[src/sv/msr_pkg.sv]
package msr_pkg;

	localparam logic [1:0] ST_OK     = 2'd0;
	localparam logic [1:0] ST_NONRES = 2'd1;
	localparam logic [1:0] ST_LIMIT  = 2'd2;

	// widest candidate tried in the non-residue search: 2 + 65534
	localparam int ZW = 17;

	typedef logic [1:0] status_t;

endpackage

[src/sv/modular_square_root_top.sv]
// Modular square root by Tonelli-Shanks: takes value and prime and returns a root of value
// modulo prime with a status (ok, non-residue, non-residue search limit reached); for a
// modulus that is not prime the answer is unspecified. All modular products run through one
// bit-serial modular multiplier; a modular power costs up to about 2*WIDTH products. An item
// with a modulus below three needs no product; otherwise one item takes a few powers for the
// residue check and the 3 mod 4 case, and up to search_limit further powers plus up to
// WIDTH*WIDTH squarings for the full Tonelli-Shanks loop. in_ready is high only while no
// item is being worked on; a finished word waits in the output register, so the next item
// may be taken before it is collected.
module modular_square_root_top #(
	parameter int WIDTH = 32
) (
	input  logic        clk,
	input  logic        arst_n,
	input  logic        in_valid,
	output logic        in_ready,
	input  logic [31:0] value,
	input  logic [31:0] prime,
	output logic        out_valid,
	input  logic        out_ready,
	output logic [31:0] root,
	output logic [1:0]  status,
	input  logic        cfg_we,
	input  logic [15:0] cfg_data
);

	localparam int MB = (WIDTH > msr_pkg::ZW) ? WIDTH : msr_pkg::ZW;

	logic [15:0]      limit_q;
	logic             out_valid_q;
	logic [31:0]      root_q;
	msr_pkg::status_t status_q;

	logic             idle, fin_valid, fin_take;
	logic [WIDTH-1:0] res_root;
	msr_pkg::status_t res_status;
	logic             mul_start, mul_done;
	logic [WIDTH-1:0] mul_a, mul_m, mul_prod;
	logic [MB-1:0]    mul_b;

	assign in_ready = idle;
	assign fin_take = !out_valid_q || out_ready;

	msr_seq #(.W(WIDTH), .MB(MB)) u_seq (
		.clk        (clk),
		.arst_n     (arst_n),
		.start      (in_valid && idle),
		.v          (WIDTH'(value)),
		.p          (WIDTH'(prime)),
		.limit      (limit_q),
		.idle       (idle),
		.fin_valid  (fin_valid),
		.fin_take   (fin_take),
		.res_root   (res_root),
		.res_status (res_status),
		.mul_start  (mul_start),
		.mul_a      (mul_a),
		.mul_b      (mul_b),
		.mul_m      (mul_m),
		.mul_done   (mul_done),
		.mul_prod   (mul_prod)
	);

	msr_mulmod #(.W(WIDTH), .MB(MB)) u_mul (
		.clk    (clk),
		.arst_n (arst_n),
		.start  (mul_start),
		.a      (mul_a),
		.b      (mul_b),
		.m      (mul_m),
		.done   (mul_done),
		.prod   (mul_prod)
	);

	always_ff @(posedge clk or negedge arst_n) begin
		if (!arst_n) begin
			limit_q     <= 16'hffff;
			out_valid_q <= 1'b0;
		end else begin
			if (cfg_we) begin
				limit_q <= cfg_data;
			end
			if (fin_valid && fin_take) begin
				out_valid_q <= 1'b1;
			end else if (out_ready) begin
				out_valid_q <= 1'b0;
			end
		end
	end

	always_ff @(posedge clk) begin
		if (fin_valid && fin_take) begin
			root_q   <= 32'(res_root);
			status_q <= res_status;
		end
	end

	assign out_valid = out_valid_q;
	assign root      = root_q;
	assign status    = status_q;

endmodule

[src/sv/msr_mulmod.sv]
module msr_mulmod #(
	parameter int W  = 32,
	parameter int MB = 32
) (
	input  logic          clk,
	input  logic          arst_n,
	input  logic          start,
	input  logic [W-1:0]  a,
	input  logic [MB-1:0] b,
	input  logic [W-1:0]  m,
	output logic          done,
	output logic [W-1:0]  prod
);

	localparam int CW = $clog2(MB + 1);

	logic [W-1:0]  a_q, m_q, r_q;
	logic [MB-1:0] b_q;
	logic [CW-1:0] cnt_q;
	logic          done_q;

	logic [W:0]   dbl, dsub, sum, ssub;
	logic [W-1:0] red, nxt;

	// one bit of b per cycle, msb first: r = 2r (+a) mod m
	always_comb begin
		dbl  = {r_q, 1'b0};
		dsub = dbl - {1'b0, m_q};
		red  = (dbl >= {1'b0, m_q}) ? dsub[W-1:0] : dbl[W-1:0];
		sum  = {1'b0, red} + {1'b0, a_q};
		ssub = sum - {1'b0, m_q};
		if (b_q[MB-1]) begin
			nxt = (sum >= {1'b0, m_q}) ? ssub[W-1:0] : sum[W-1:0];
		end else begin
			nxt = red;
		end
	end

	always_ff @(posedge clk or negedge arst_n) begin
		if (!arst_n) begin
			cnt_q  <= '0;
			done_q <= 1'b0;
		end else begin
			done_q <= 1'b0;
			if (start) begin
				cnt_q <= CW'(MB);
			end else if (cnt_q != '0) begin
				cnt_q <= cnt_q - 1'b1;
				if (cnt_q == CW'(1)) begin
					done_q <= 1'b1;
				end
			end
		end
	end

	always_ff @(posedge clk) begin
		if (start) begin
			a_q <= a;
			b_q <= b;
			m_q <= m;
			r_q <= '0;
		end else if (cnt_q != '0) begin
			r_q <= nxt;
			b_q <= b_q << 1;
		end
	end

	assign done = done_q;
	assign prod = r_q;

endmodule

[src/sv/msr_seq.sv]
module msr_seq #(
	parameter int W  = 32,
	parameter int MB = 32
) (
	input  logic                  clk,
	input  logic                  arst_n,
	input  logic                  start,
	input  logic [W-1:0]          v,
	input  logic [W-1:0]          p,
	input  logic [15:0]           limit,
	output logic                  idle,
	output logic                  fin_valid,
	input  logic                  fin_take,
	output logic [W-1:0]          res_root,
	output msr_pkg::status_t      res_status,
	output logic                  mul_start,
	output logic [W-1:0]          mul_a,
	output logic [MB-1:0]         mul_b,
	output logic [W-1:0]          mul_m,
	input  logic                  mul_done,
	input  logic [W-1:0]          mul_prod
);

	localparam int SW = $clog2(W + 1);
	localparam logic [W-1:0] ONE = W'(1);

	localparam logic [4:0] S_IDLE  = 5'd0;
	localparam logic [4:0] S_N     = 5'd1;
	localparam logic [4:0] S_EUL   = 5'd2;
	localparam logic [4:0] S_QS    = 5'd3;
	localparam logic [4:0] S_SHORT = 5'd4;
	localparam logic [4:0] S_ZCHK  = 5'd5;
	localparam logic [4:0] S_ZRES  = 5'd6;
	localparam logic [4:0] S_C     = 5'd7;
	localparam logic [4:0] S_T     = 5'd8;
	localparam logic [4:0] S_R     = 5'd9;
	localparam logic [4:0] S_LOOP  = 5'd10;
	localparam logic [4:0] S_SQ    = 5'd11;
	localparam logic [4:0] S_SQW   = 5'd12;
	localparam logic [4:0] S_B     = 5'd13;
	localparam logic [4:0] S_BW    = 5'd14;
	localparam logic [4:0] S_CW    = 5'd15;
	localparam logic [4:0] S_TW    = 5'd16;
	localparam logic [4:0] S_RW    = 5'd17;
	localparam logic [4:0] S_WAIT  = 5'd18;
	localparam logic [4:0] S_DONE  = 5'd19;
	localparam logic [4:0] P_START = 5'd20;
	localparam logic [4:0] P_RED   = 5'd21;
	localparam logic [4:0] P_LOOP  = 5'd22;
	localparam logic [4:0] P_MR    = 5'd23;
	localparam logic [4:0] P_SQW   = 5'd24;

	logic [4:0]    st_q, ret_q, pret_q;
	logic          mreq_q;
	logic [W-1:0]  ma_q;
	logic [MB-1:0] mb_q;
	logic [W-1:0]  p_q, n_q, q_q, c_q, t_q, r_q, tmp_q, b_q;
	logic [W-1:0]  pr_q, pb_q, pe_q;
	logic [MB-1:0] pbase_q;
	logic [SW-1:0] s_q, mm_q, i_q, j_q;
	logic [msr_pkg::ZW-1:0] z_q;
	logic [15:0]   tries_q;
	logic [W-1:0]  root_q;
	msr_pkg::status_t stat_q;
	logic [SW:0]   jsum;

	assign jsum = {1'b0, j_q} + {1'b0, i_q} + (SW+1)'(1);

	always_ff @(posedge clk or negedge arst_n) begin
		if (!arst_n) begin
			st_q   <= S_IDLE;
			mreq_q <= 1'b0;
		end else begin
			mreq_q <= 1'b0;
			case (st_q)
				S_IDLE: begin
					if (start) begin
						p_q <= p;
						if (p < W'(2)) begin
							root_q <= '0;
							stat_q <= msr_pkg::ST_OK;
							st_q   <= S_DONE;
						end else if (p == W'(2)) begin
							root_q <= W'(v[0]);
							stat_q <= msr_pkg::ST_OK;
							st_q   <= S_DONE;
						end else begin
							// reduce the value: 1 * v mod p
							mreq_q <= 1'b1;
							ma_q   <= ONE;
							mb_q   <= MB'(v);
							ret_q  <= S_N;
							st_q   <= S_WAIT;
						end
					end
				end
				S_WAIT: begin
					if (mul_done) begin
						st_q <= ret_q;
					end
				end
				S_N: begin
					n_q <= mul_prod;
					if (mul_prod == '0) begin
						root_q <= '0;
						stat_q <= msr_pkg::ST_OK;
						st_q   <= S_DONE;
					end else begin
						pbase_q <= MB'(mul_prod);
						pe_q    <= p_q >> 1;
						pret_q  <= S_EUL;
						st_q    <= P_START;
					end
				end
				S_EUL: begin
					if (pr_q != ONE) begin
						root_q <= '0;
						stat_q <= msr_pkg::ST_NONRES;
						st_q   <= S_DONE;
					end else begin
						q_q  <= p_q - ONE;
						s_q  <= '0;
						st_q <= S_QS;
					end
				end
				S_QS: begin
					if (q_q != '0 && !q_q[0]) begin
						q_q <= q_q >> 1;
						s_q <= s_q + 1'b1;
					end else if (s_q == SW'(1)) begin
						pbase_q <= MB'(n_q);
						pe_q    <= (p_q >> 2) + ONE;
						pret_q  <= S_SHORT;
						st_q    <= P_START;
					end else begin
						z_q     <= msr_pkg::ZW'(2);
						tries_q <= '0;
						st_q    <= S_ZCHK;
					end
				end
				S_SHORT: begin
					root_q <= pr_q;
					stat_q <= msr_pkg::ST_OK;
					st_q   <= S_DONE;
				end
				S_ZCHK: begin
					if (tries_q < limit) begin
						pbase_q <= MB'(z_q);
						pe_q    <= p_q >> 1;
						pret_q  <= S_ZRES;
						st_q    <= P_START;
					end else begin
						root_q <= '0;
						stat_q <= msr_pkg::ST_LIMIT;
						st_q   <= S_DONE;
					end
				end
				S_ZRES: begin
					if (pr_q == p_q - ONE) begin
						mm_q    <= s_q;
						pbase_q <= MB'(z_q);
						pe_q    <= q_q;
						pret_q  <= S_C;
						st_q    <= P_START;
					end else begin
						tries_q <= tries_q + 1'b1;
						z_q     <= z_q + 1'b1;
						st_q    <= S_ZCHK;
					end
				end
				S_C: begin
					c_q     <= pr_q;
					pbase_q <= MB'(n_q);
					pe_q    <= q_q;
					pret_q  <= S_T;
					st_q    <= P_START;
				end
				S_T: begin
					t_q     <= pr_q;
					pbase_q <= MB'(n_q);
					pe_q    <= (q_q >> 1) + ONE;
					pret_q  <= S_R;
					st_q    <= P_START;
				end
				S_R: begin
					r_q  <= pr_q;
					st_q <= S_LOOP;
				end
				S_LOOP: begin
					if (t_q == ONE) begin
						root_q <= r_q;
						stat_q <= msr_pkg::ST_OK;
						st_q   <= S_DONE;
					end else begin
						i_q   <= '0;
						tmp_q <= t_q;
						st_q  <= S_SQ;
					end
				end
				S_SQ: begin
					if (tmp_q != ONE && i_q < mm_q) begin
						mreq_q <= 1'b1;
						ma_q   <= tmp_q;
						mb_q   <= MB'(tmp_q);
						ret_q  <= S_SQW;
						st_q   <= S_WAIT;
					end else if (tmp_q != ONE || i_q >= mm_q) begin
						root_q <= '0;
						stat_q <= msr_pkg::ST_NONRES;
						st_q   <= S_DONE;
					end else begin
						b_q  <= c_q;
						j_q  <= '0;
						st_q <= S_B;
					end
				end
				S_SQW: begin
					tmp_q <= mul_prod;
					i_q   <= i_q + 1'b1;
					st_q  <= S_SQ;
				end
				S_B: begin
					mreq_q <= 1'b1;
					ma_q   <= b_q;
					mb_q   <= MB'(b_q);
					st_q   <= S_WAIT;
					if (jsum < {1'b0, mm_q}) begin
						ret_q <= S_BW;
					end else begin
						mm_q  <= i_q;
						ret_q <= S_CW;
					end
				end
				S_BW: begin
					b_q  <= mul_prod;
					j_q  <= j_q + 1'b1;
					st_q <= S_B;
				end
				S_CW: begin
					c_q    <= mul_prod;
					mreq_q <= 1'b1;
					ma_q   <= t_q;
					mb_q   <= MB'(mul_prod);
					ret_q  <= S_TW;
					st_q   <= S_WAIT;
				end
				S_TW: begin
					t_q    <= mul_prod;
					mreq_q <= 1'b1;
					ma_q   <= r_q;
					mb_q   <= MB'(b_q);
					ret_q  <= S_RW;
					st_q   <= S_WAIT;
				end
				S_RW: begin
					r_q  <= mul_prod;
					st_q <= S_LOOP;
				end
				// modular power: reduce the base, then square-and-multiply lsb first
				P_START: begin
					pr_q   <= ONE;
					mreq_q <= 1'b1;
					ma_q   <= ONE;
					mb_q   <= pbase_q;
					ret_q  <= P_RED;
					st_q   <= S_WAIT;
				end
				P_RED: begin
					pb_q <= mul_prod;
					st_q <= P_LOOP;
				end
				P_LOOP: begin
					if (pe_q == '0) begin
						st_q <= pret_q;
					end else begin
						mreq_q <= 1'b1;
						st_q   <= S_WAIT;
						if (pe_q[0]) begin
							ma_q  <= pr_q;
							mb_q  <= MB'(pb_q);
							ret_q <= P_MR;
						end else begin
							ma_q  <= pb_q;
							mb_q  <= MB'(pb_q);
							ret_q <= P_SQW;
						end
					end
				end
				P_MR: begin
					pr_q   <= mul_prod;
					mreq_q <= 1'b1;
					ma_q   <= pb_q;
					mb_q   <= MB'(pb_q);
					ret_q  <= P_SQW;
					st_q   <= S_WAIT;
				end
				P_SQW: begin
					pb_q <= mul_prod;
					pe_q <= pe_q >> 1;
					st_q <= P_LOOP;
				end
				S_DONE: begin
					if (fin_take) begin
						st_q <= S_IDLE;
					end
				end
				default: begin
					st_q <= S_IDLE;
				end
			endcase
		end
	end

	assign idle       = (st_q == S_IDLE);
	assign fin_valid  = (st_q == S_DONE);
	assign res_root   = root_q;
	assign res_status = stat_q;
	assign mul_start  = mreq_q;
	assign mul_a      = ma_q;
	assign mul_b      = mb_q;
	assign mul_m      = p_q;

endmodule

[config.mk]
export PLATFORM = sky130hd
export DESIGN_NAME = modular_square_root_top
export DESIGN_NICKNAME = d
export VERILOG_FILES = /design/src/sv/msr_pkg.sv /design/src/sv/modular_square_root_top.sv /design/src/sv/msr_mulmod.sv /design/src/sv/msr_seq.sv
export SDC_FILE = /design/constraint.sdc
export NUM_CORES = 2
export LEC_CHECK = 0
export ABC_AREA = 1
export BUFFER_PORTS_ARGS = -buffer_cell sky130_fd_sc_hd__buf_2
export CAP_MARGIN = 30
export CORE_ASPECT_RATIO = 0.7
export CORE_MARGIN = 2
export CORE_UTILIZATION = 45
export DETAILED_ROUTE_END_ITERATION = 6
export PLACE_DENSITY_LB_ADDON = 0.25
export SLEW_MARGIN = 20
export SYNTH_ARGS = -nofsm -noshare
export SYNTH_HDL_FRONTEND = slang
export SYNTH_HIERARCHICAL = 1
export SYNTH_SLANG_ARGS = --single-unit
export TNS_END_PERCENT = 50
[constraint.sdc]
create_clock -name clk -period 6 [get_ports clk]
set_clock_uncertainty 0.15 [all_clocks]
set_input_delay 1.2 -clock clk [delete_from_list [all_inputs] [get_ports clk]]
set_output_delay 1.2 -clock clk [all_outputs]
set_load 0.1 [all_outputs]
==> summary.md <==
| Metric | Value |
|---|---|
| Status | finished with violations |
| Violated checks | design-rule violations |
| Worst hold start | u_seq/mul_a[10] |
| Unrepaired setup endpoints after global routing | yes |
| CTS tree | built |
| Post-Syn Instances | 5645 |
| Ys Warns | 6 |
| Area contributors post-synth | edfxtp_1 (45%), nand2_1 (14%), inv_1 (6.7%) |
| Worst path top cell family by delay | simple AND/OR/NAND/NOR gates |
| Starting Density | a little under half |
| MaxCap Viol Count | 0 |
| Cts hold-fix bufs | 0 |
| IO Pins | between 100 and 150 |
| Critical Path Source Type | register |
| Design Area, Final | 54800 sq um |
| Count leader, synth | nand2_1 |
| CP endpoint kind | register |
| Clock-pin slew on the worst setup and hold paths | approximately 60 ps |
| Most common flop cell mapped by yosys | edfxtp_1 |
| Worst-margin pin slew | 1300 ps |
| Via density | 5.85 |
| Worst Setup SP | u_mul/m_q[26] |
| Hold Fails Final Rpt | 0 |
| Die H | roughly 270 um |
| Residual DRC | 1 |
| Clock buffer depth | 3 |
| Root buf cell | clkbuf_16 |
| Post-synth EDFFs | 678 |
| Period utilization | 98.0% |
| Final wirelength | 196 mm |
| H-tree level count | 3 |
| Global-route wire length before repair | 275 mm |
| Setup WS post-layout | 123 ps |
| Total gr overflow | 0 |
| Synth cell count leaders | nand2_1 (1663), inv_1 (806), edfxtp_1 (678) |
| Arr. time, crit path | approximately 6300 ps |
| Worst slack at placement | -464 ps |
| Most frequent CP cell | nand2_1 |
| Vias in the first global route | 39500 |
| Core Region | ~100000 sq um |
| Largest stage delay, worst path | 380 ps |
| Via count | ~44000 |
| GPL Wtd Cong | 1.07 |
| TritonCTS Sinks | 740 |
| Post-Syn Area | about 45000 sq um |
| WP buf/inv | 11 |
| CTS Buf Count | 75 |
| Hold Path Class | register to register |
| Width of the die | 382 um |
| Share of layout cells above drive strength 1 | 18.8% |
| Type of the worst setup path | register to register |
| Fraction of registers with async set/reset | 4.05% |
| Rows | 96 |
| Register area share after synthesis | 48.5% |
| Die Footprint | 102000 sq um |
| Pre-antenna DRT Iters | 7 |
| WP data required | 6400 ps |
| Reg2reg start | u_mul/m_q[26] |
| Placed cell area | approximately 50000 sq um |
| F_max | 170 MHz |
| FF+latch count, synth | 740 |
| Slew Limit Fails | 0 |
| Synth top area share | 45.4% |
| Post-detail-place hpwl | 146 mm |
| Critical path's slowest cell | edfxtp_1 |
| Largest net degree at the start of global routing | 72 |
| Worst skew pair latency | 710 ps |
| Net Count, Synth | 5874 |
| Initial antenna violation count | 12 |
| # port buffers | 120 |
| Nets | roughly 6400 |
| Initial DRC count | around 7500 |
| Syn_area_per_cell | 7.95 sq um |
| Relative slew slack | around an eighth |
| ANT nets after route | 0 |
| Largest area contributor in the netlist | edfxtp_1 |
| Critical path peak fanout | 15 |
| # setup viols final | 0 |
| Synthesis-to-layout area growth | 22.0% |
| WHS | 269 ps |
| Final min period | 5880 ps |
| Library cells used by synthesis | 58 |
| Wire per inst | 25.7 um |
| GRT Overall Usage | 37.2% |
[placed cells by master (no fill, tap or decap), types with 25 or more instances in the layout]
cell and n:
a221oi_1 42, nor2_4 29, a211oi_1 29, nor2_1 511, nand3b_1 34, nand2_1 1603, a31oi_1 25, xor2_1 35
o21ai_0 420, nor2_2 55, nor4_1 37, buf_2 121, inv_1 782, ha_4 51, nand4_1 106, buf_4 522
o22ai_1 33, edfxtp_1 678, nand2_2 72, nor3_1 63, nand3_1 303, inv_2 42, a21oi_1 119, clkbuf_16 78
ha_1 83
[worst register-to-register path: cells and delay by family (launching register included)]
family / cells / cell delay (ps)
adders and majority gates: 3 / 890
DFF: 1 / 380
AOI/OAI and AO/OA: 3 / 470
buffers and inverters: 11 / 1440
and+or+nand+nor: 23 / 2440
[metrics by stage]
step,util (%),TNS [ps],cells
after floorplan,-,-12980,5645
after global placement,51.2,-9240,7436
after detailed placement,51.3,-8280,7439
after CTS,54.3,0,7587
after global routing,55.6,-391,7601
final,55.6,0,7602
[kinds of logic after synthesis]
group / after synthesis / share of synthesized area (%)
simple gates: 2907 / 27.4
buf+inv: 1000 / 8.70
compound gates: 794 / 10.1
flops: 740 / 48.5
fa+ha+maj: 144 / 4.08
xor+xnor: 60 / 1.17
[timing repair]
item | CTS | global route
setup endpoints to repair | 32 | 32
setup buffers | 9 | 11
cloned | 3 | 2
gates resized for setup | 63 | 235
pin swaps | 7 | 48
[final timing paths]
check / endpoint / slack, ps / cells past startpoint
hold reg to reg: u_mul/a_q[10] / 270 / 0
setup reg to reg: u_mul/prod[18] / 120 / 40
setup / recovery: u_mul/prod[18] / 120 / 40
hold / removal: u_mul/a_q[10] / 270 / 0
max in group asynchronous: u_seq/mul_start / 4700 / 2
min in group asynchronous: u_seq/st_q[0] / 500 / 2
[metal layers]
metal | vias to the layer above | global-route usage (%) | share of wire [%]
li1 | 19900 | - | -
met1 | 20800 | 56.1 | 42
met2 | 3282 | 48.3 | 37
met3 | 397 | 14.3 | 17
met4 | 10 | 10.8 | 3.4
met5 | - | 0 | 0.034
[layout make-up]
| cell class | count | area (sq um) |
|---|---|---|
| Fill cell | 9131 | 43700 |
| Sequential cell | 740 | 21800 |
| Timing Repair Buffer | 662 | 4900 |
| Clock buffer | 94 | 2020 |
| Tap cell | 1323 | 1660 |
| Multi-Input combinational cell | 3907 | 20800 |
| Antenna cell | 2 | 5.00 |
| Inverter | 832 | 3130 |
| Clock inverter | 42 | 519 |
Power is left out: the tool's default activity adds up to more than one toggle a clock period on the data nets, which glitch-free logic cannot reach.
